**config.mk**
```make
export PLATFORM = sky130hd
export DESIGN_NAME = lzwe_ram
export DESIGN_NICKNAME = d
export VERILOG_FILES = /design/src/rtl/core/lzwe_ram.sv
export SDC_FILE = /design/constraint.sdc
export NUM_CORES = 2
export LEC_CHECK = 0
export BUFFER_PORTS_ARGS = -buffer_cell sky130_fd_sc_hd__buf_2
export CAP_MARGIN = 20
export CORE_UTILIZATION = 34
export DETAILED_ROUTE_END_ITERATION = 8
export PLACE_DENSITY_LB_ADDON = 0.1
export SETUP_SLACK_MARGIN = 0.15
export SYNTH_ARGS = -nofsm -noshare
export SYNTH_HDL_FRONTEND = slang
export SYNTH_SLANG_ARGS = --single-unit
export TNS_END_PERCENT = 5
```
**constraint.sdc**
```tcl
create_clock -name i_clk -period 4.1 [get_ports i_clk]
set_input_delay 0.615 -clock i_clk [delete_from_list [all_inputs] [get_ports i_clk]]
set_output_delay 0.615 -clock i_clk [all_outputs]
set_load 0.05 [all_outputs]
```
**src/rtl/core/lzwe_ram.sv**
```systemverilog
// ----------------------------------------------------------------------------
// lzwe_ram
// Generic single-write, single-read synchronous RAM with registered read.
// ----------------------------------------------------------------------------
`default_nettype none

module lzwe_ram #(
    parameter int unsigned WIDTH = 8,
    parameter int unsigned DEPTH = 256
) (
    input  wire                      i_clk,
    input  wire                      i_we,
    input  wire [$clog2(DEPTH)-1:0]  i_waddr,
    input  wire [WIDTH-1:0]          i_wdata,
    input  wire [$clog2(DEPTH)-1:0]  i_raddr,
    output logic [WIDTH-1:0]         o_rdata
);

    logic [WIDTH-1:0] r_mem [DEPTH];

    always_ff @(posedge i_clk) begin
        if (i_we) begin
            r_mem[i_waddr] <= i_wdata;
        end
        o_rdata <= r_mem[i_raddr];
    end

endmodule : lzwe_ram

`default_nettype wire

```
==> run summary <==
After detailed routing, the number of vias per cell comes to 5.30. The number of search-and-repair iterations in the first detailed-routing pass is 7, and the post-detailed-route DRC marker count is 0. The worst min-delay path category was in -> reg. Leaving out fill and tap cells, the most frequent cell in the layout is sky130_fd_sc_hd__edfxtp_1. The post-layout net count is 4151.

Power spread over the standard cell area amounts to 487 mW/mm^2. For this run, the leading register cell type out of synthesis is sky130_fd_sc_hd__edfxtp_1. The run gives 19 as the initial antenna violation count. Setup repair after global routing left no endpoint under its margin.

The proportion of synthesized flip-flops having asynchronous set or reset came out at 0%. The run gives 40100 as the via count of the first global-routing pass. Leaving out fill and tap cells, the most frequent cells in the layout are 2048 x sky130_fd_sc_hd__edfxtp_1, 454 x sky130_fd_sc_hd__mux4_2, 341 x sky130_fd_sc_hd__buf_4. Once detail routing completed, the nets flagged for antenna violations numbered 0. For this configuration, the core starts out at a cell density of 34.2%. For this run, the share of the core covered by cells in the final layout is 39.8%. The tools report the element type at the critical path start as a primary input. The worst setup path is captured at a register. IR analysis of the VDD net gives a maximum drop of 0.381 mV. After layout, the design draws a total of 45.1 mW. Along the worst path, the maximum fanout reaches 47.

The run gives 39000 as the count of vias placed by the detailed router. Setup violations remaining at the end of the flow were counted as 0. For the worst-skew pair, the clock arrives at the later sink with an insertion delay of 0.87 ns. The worst pin sits at a relative slew slack of 13.5%. Total count of max-transition violations in the final report: 0. The core region is 0.233 sq mm. The average footprint of a synthesized cell works out to 21.3 sq um. For the worst setup path, the data arrival time is 3.94 ns. The deepest level of the CTS H-tree is 4, and the sum of routed wire length over all layers is 229000 microns. Measured along the x axis, the die boundary spans 486 microns.

The average routed wire per standard cell was 31.1 microns; the number of clock sinks was 2056. Counting along the longest clock path gives a buffer depth of 3. Length in cells of the worst reg-to-reg path: 6.

The run gives 128 as the pin count of the biggest net entering global routing. At the pin with the least slew margin, the transition time is 1.30 ns. The area growth from synthesis to layout is 16.4%.

The number of distinct library cells after synthesis was 55; the count of flip-flops with a built-in enable after synthesis was 2048. The cell count after synthesis came out at 3733. The total nets after synthesis is 3759. Time the final worst path needs with I/O delays and setup: 3.24 ns.

Ratio of cells with drive above 1 in the final layout: 27.6%. TritonCTS built the clock tree. Port buffering added 33 buffers. For the combined global-route utilization of all metal layers, the log shows 19.3%.

The logs give 0.0659 ns for the clock tree skew after final layout and 0.236 sq mm for the area of the die. Post-CTS repair changed the size of 0 cells. The total number of yosys warnings was 0; the half-perimeter wire length after placement was 143000 microns. After the first detailed-routing iteration, the DRC count stood at 3365. Number of storage elements in the synthesis netlist: 2056. Summed over all layers, the global routing overflow is 0.

Dividing the final minimum period by the clock period gives 79.0%. Summed over all cells, the static leakage comes to 28.9 nW. Clock tree synthesis inserted a total of 215 buffers. The number of failing hold endpoints at the final stage is 0, and the worst hold path cell count is 1.

Across the run, the number of max-cap violations was 0. Clock-pin slew was measured on the worst setup and hold paths at 0.07 ns. From bottom edge to top edge, the die measures 486 microns. Pin placement for this block handled 34 I/O pins. The mapped netlist covers 0.0796 sq mm. The run gives 4.80 ns as the data required time of the worst path.

The root buffer cell is sky130_fd_sc_hd__clkbuf_16. For this run, the top clock speed supported by timing is 309 MHz. The wire length of the first global-routing pass is 320000 microns, and the post-cts hold buffer count is 0. The run finished with clean final reports. The part of the Yosys area used for sequential elements came out at 77.5%. By startpoint and endpoint, the worst setup path is classified as in -> reg.

In this run the post-CTS setup repair buffer count came out at 0. The congestion estimate from routability-driven global placement came to 0.778. Number of rows in the core area: 177.
final timing paths:
path | from | slack, ns | end
max reg2reg | r_mem[83][6] | 1.27 | o_rdata[6]
max | i_raddr[1] | 0.86 | o_rdata[3]
min reg2reg | r_mem[50][0] | 1.12 | o_rdata[0]
min | i_wdata[1] | 0.19 | r_mem[112][1]
layer usage:
| layer | part of all wire [%] | routed length, microns | vias to the layer above | track usage [%] |
|---|---|---|---|---|
| met4 | 2.2 | 5110 | 0 | 4.96 |
| met3 | 5.1 | 11700 | 272 | 3.13 |
| li1 | - | - | 16500 | - |
| met5 | 0 | 0 | - | 0 |
| met1 | 45 | 102000 | 21200 | 27.3 |
| met2 | 48 | 110000 | 1020 | 31.1 |
cell usage after synthesis (all sizes together), types with 2 or more instances:
cell type,number,area (sq um)
o32ai,5,51.3
and3b,2,17.5
a311oi,2,17.5
mux4,456,10300
nor3,22,110
nand2,33,124
or2,4,25.0
edfxtp,2048,61500
a21oi,96,480
a22oi,133,998
nor2,282,1060
clkbuf,111,417
o22ai,28,175
a211oi,16,120
o221ai,47,418
buf,122,1030
nand3b,2,15.0
nand4,10,62.6
o21ai,12,60.1
a221oi,14,129
a31oi,2,12.5
and2,6,37.5
o211ai,10,75.1
nand2b,8,50.1
nor4,27,188
mux2i,134,1340
o22a,5,43.8
nor2b,31,194
a22o,8,70.1
dfxtp,8,160
nand3,34,170
a2111oi,5,52.6
flip-flops by register name, indices dropped and copies added, names as in the netlist:
name and count:
r_mem 2048, o_rdata 8
cells by family (layout without fill, tap and decap cells):
family	Yosys count	in the layout	share of synthesized area (%)
other	0	11	0
muxes	591	591	14.6
and+or+nand+nor	466	466	2.63
AOI/OAI and AO/OA	385	385	3.42
DFF	2056	2056	77.5
buffers and inverters	235	807	1.83
where the power goes:
| group | internal, mW | switching, mW |
|---|---|---|
| Clock | 11.1 | 8.37 |
| Combinational | 0.789 | 1.54 |
| Sequential | 23.2 | 0.0420 |
worst max-delay path, cell delays in order:
cell                      delay [ns]
sky130_fd_sc_hd__buf_8          0.42
sky130_fd_sc_hd__buf_12         0.31
sky130_fd_sc_hd__buf_4          0.35
sky130_fd_sc_hd__mux4_2         0.34
sky130_fd_sc_hd__a22oi_1        0.48
sky130_fd_sc_hd__a31oi_1        0.18
sky130_fd_sc_hd__nor4_1         1.01
sky130_fd_sc_hd__nor4_1         0.12
area by class of cell:
class,instances,area (sq um)
diodes,11,27.5
clock buffers,263,5620
clock inverters,134,1390
fillers,20700,140000
inverters,2,7.51
multi-input cells,1442,16500
flip-flops and latches,2056,61700
well taps,3043,3810
repair buffers,408,3520
metrics by stage:
step | hold slack, ns | worst slack, ns | cell area [sq um] | std cells | TNS [ns]
CTS | 0.148 | 1.00 | 92600 | 7348 | 0
finish | 0.187 | 0.860 | 92600 | 7359 | 0
floorplan | 0.714 | 1.55 | 79600 | 3733 | 0
global route | 0.164 | 0.947 | 92600 | 7351 | 0
detailed placement | 1.09 | 0.0189 | 85500 | 6951 | 0
global placement | 1.08 | -0.157 | 85500 | 6950 | -0.157
(Power assumes the default switching activity.)
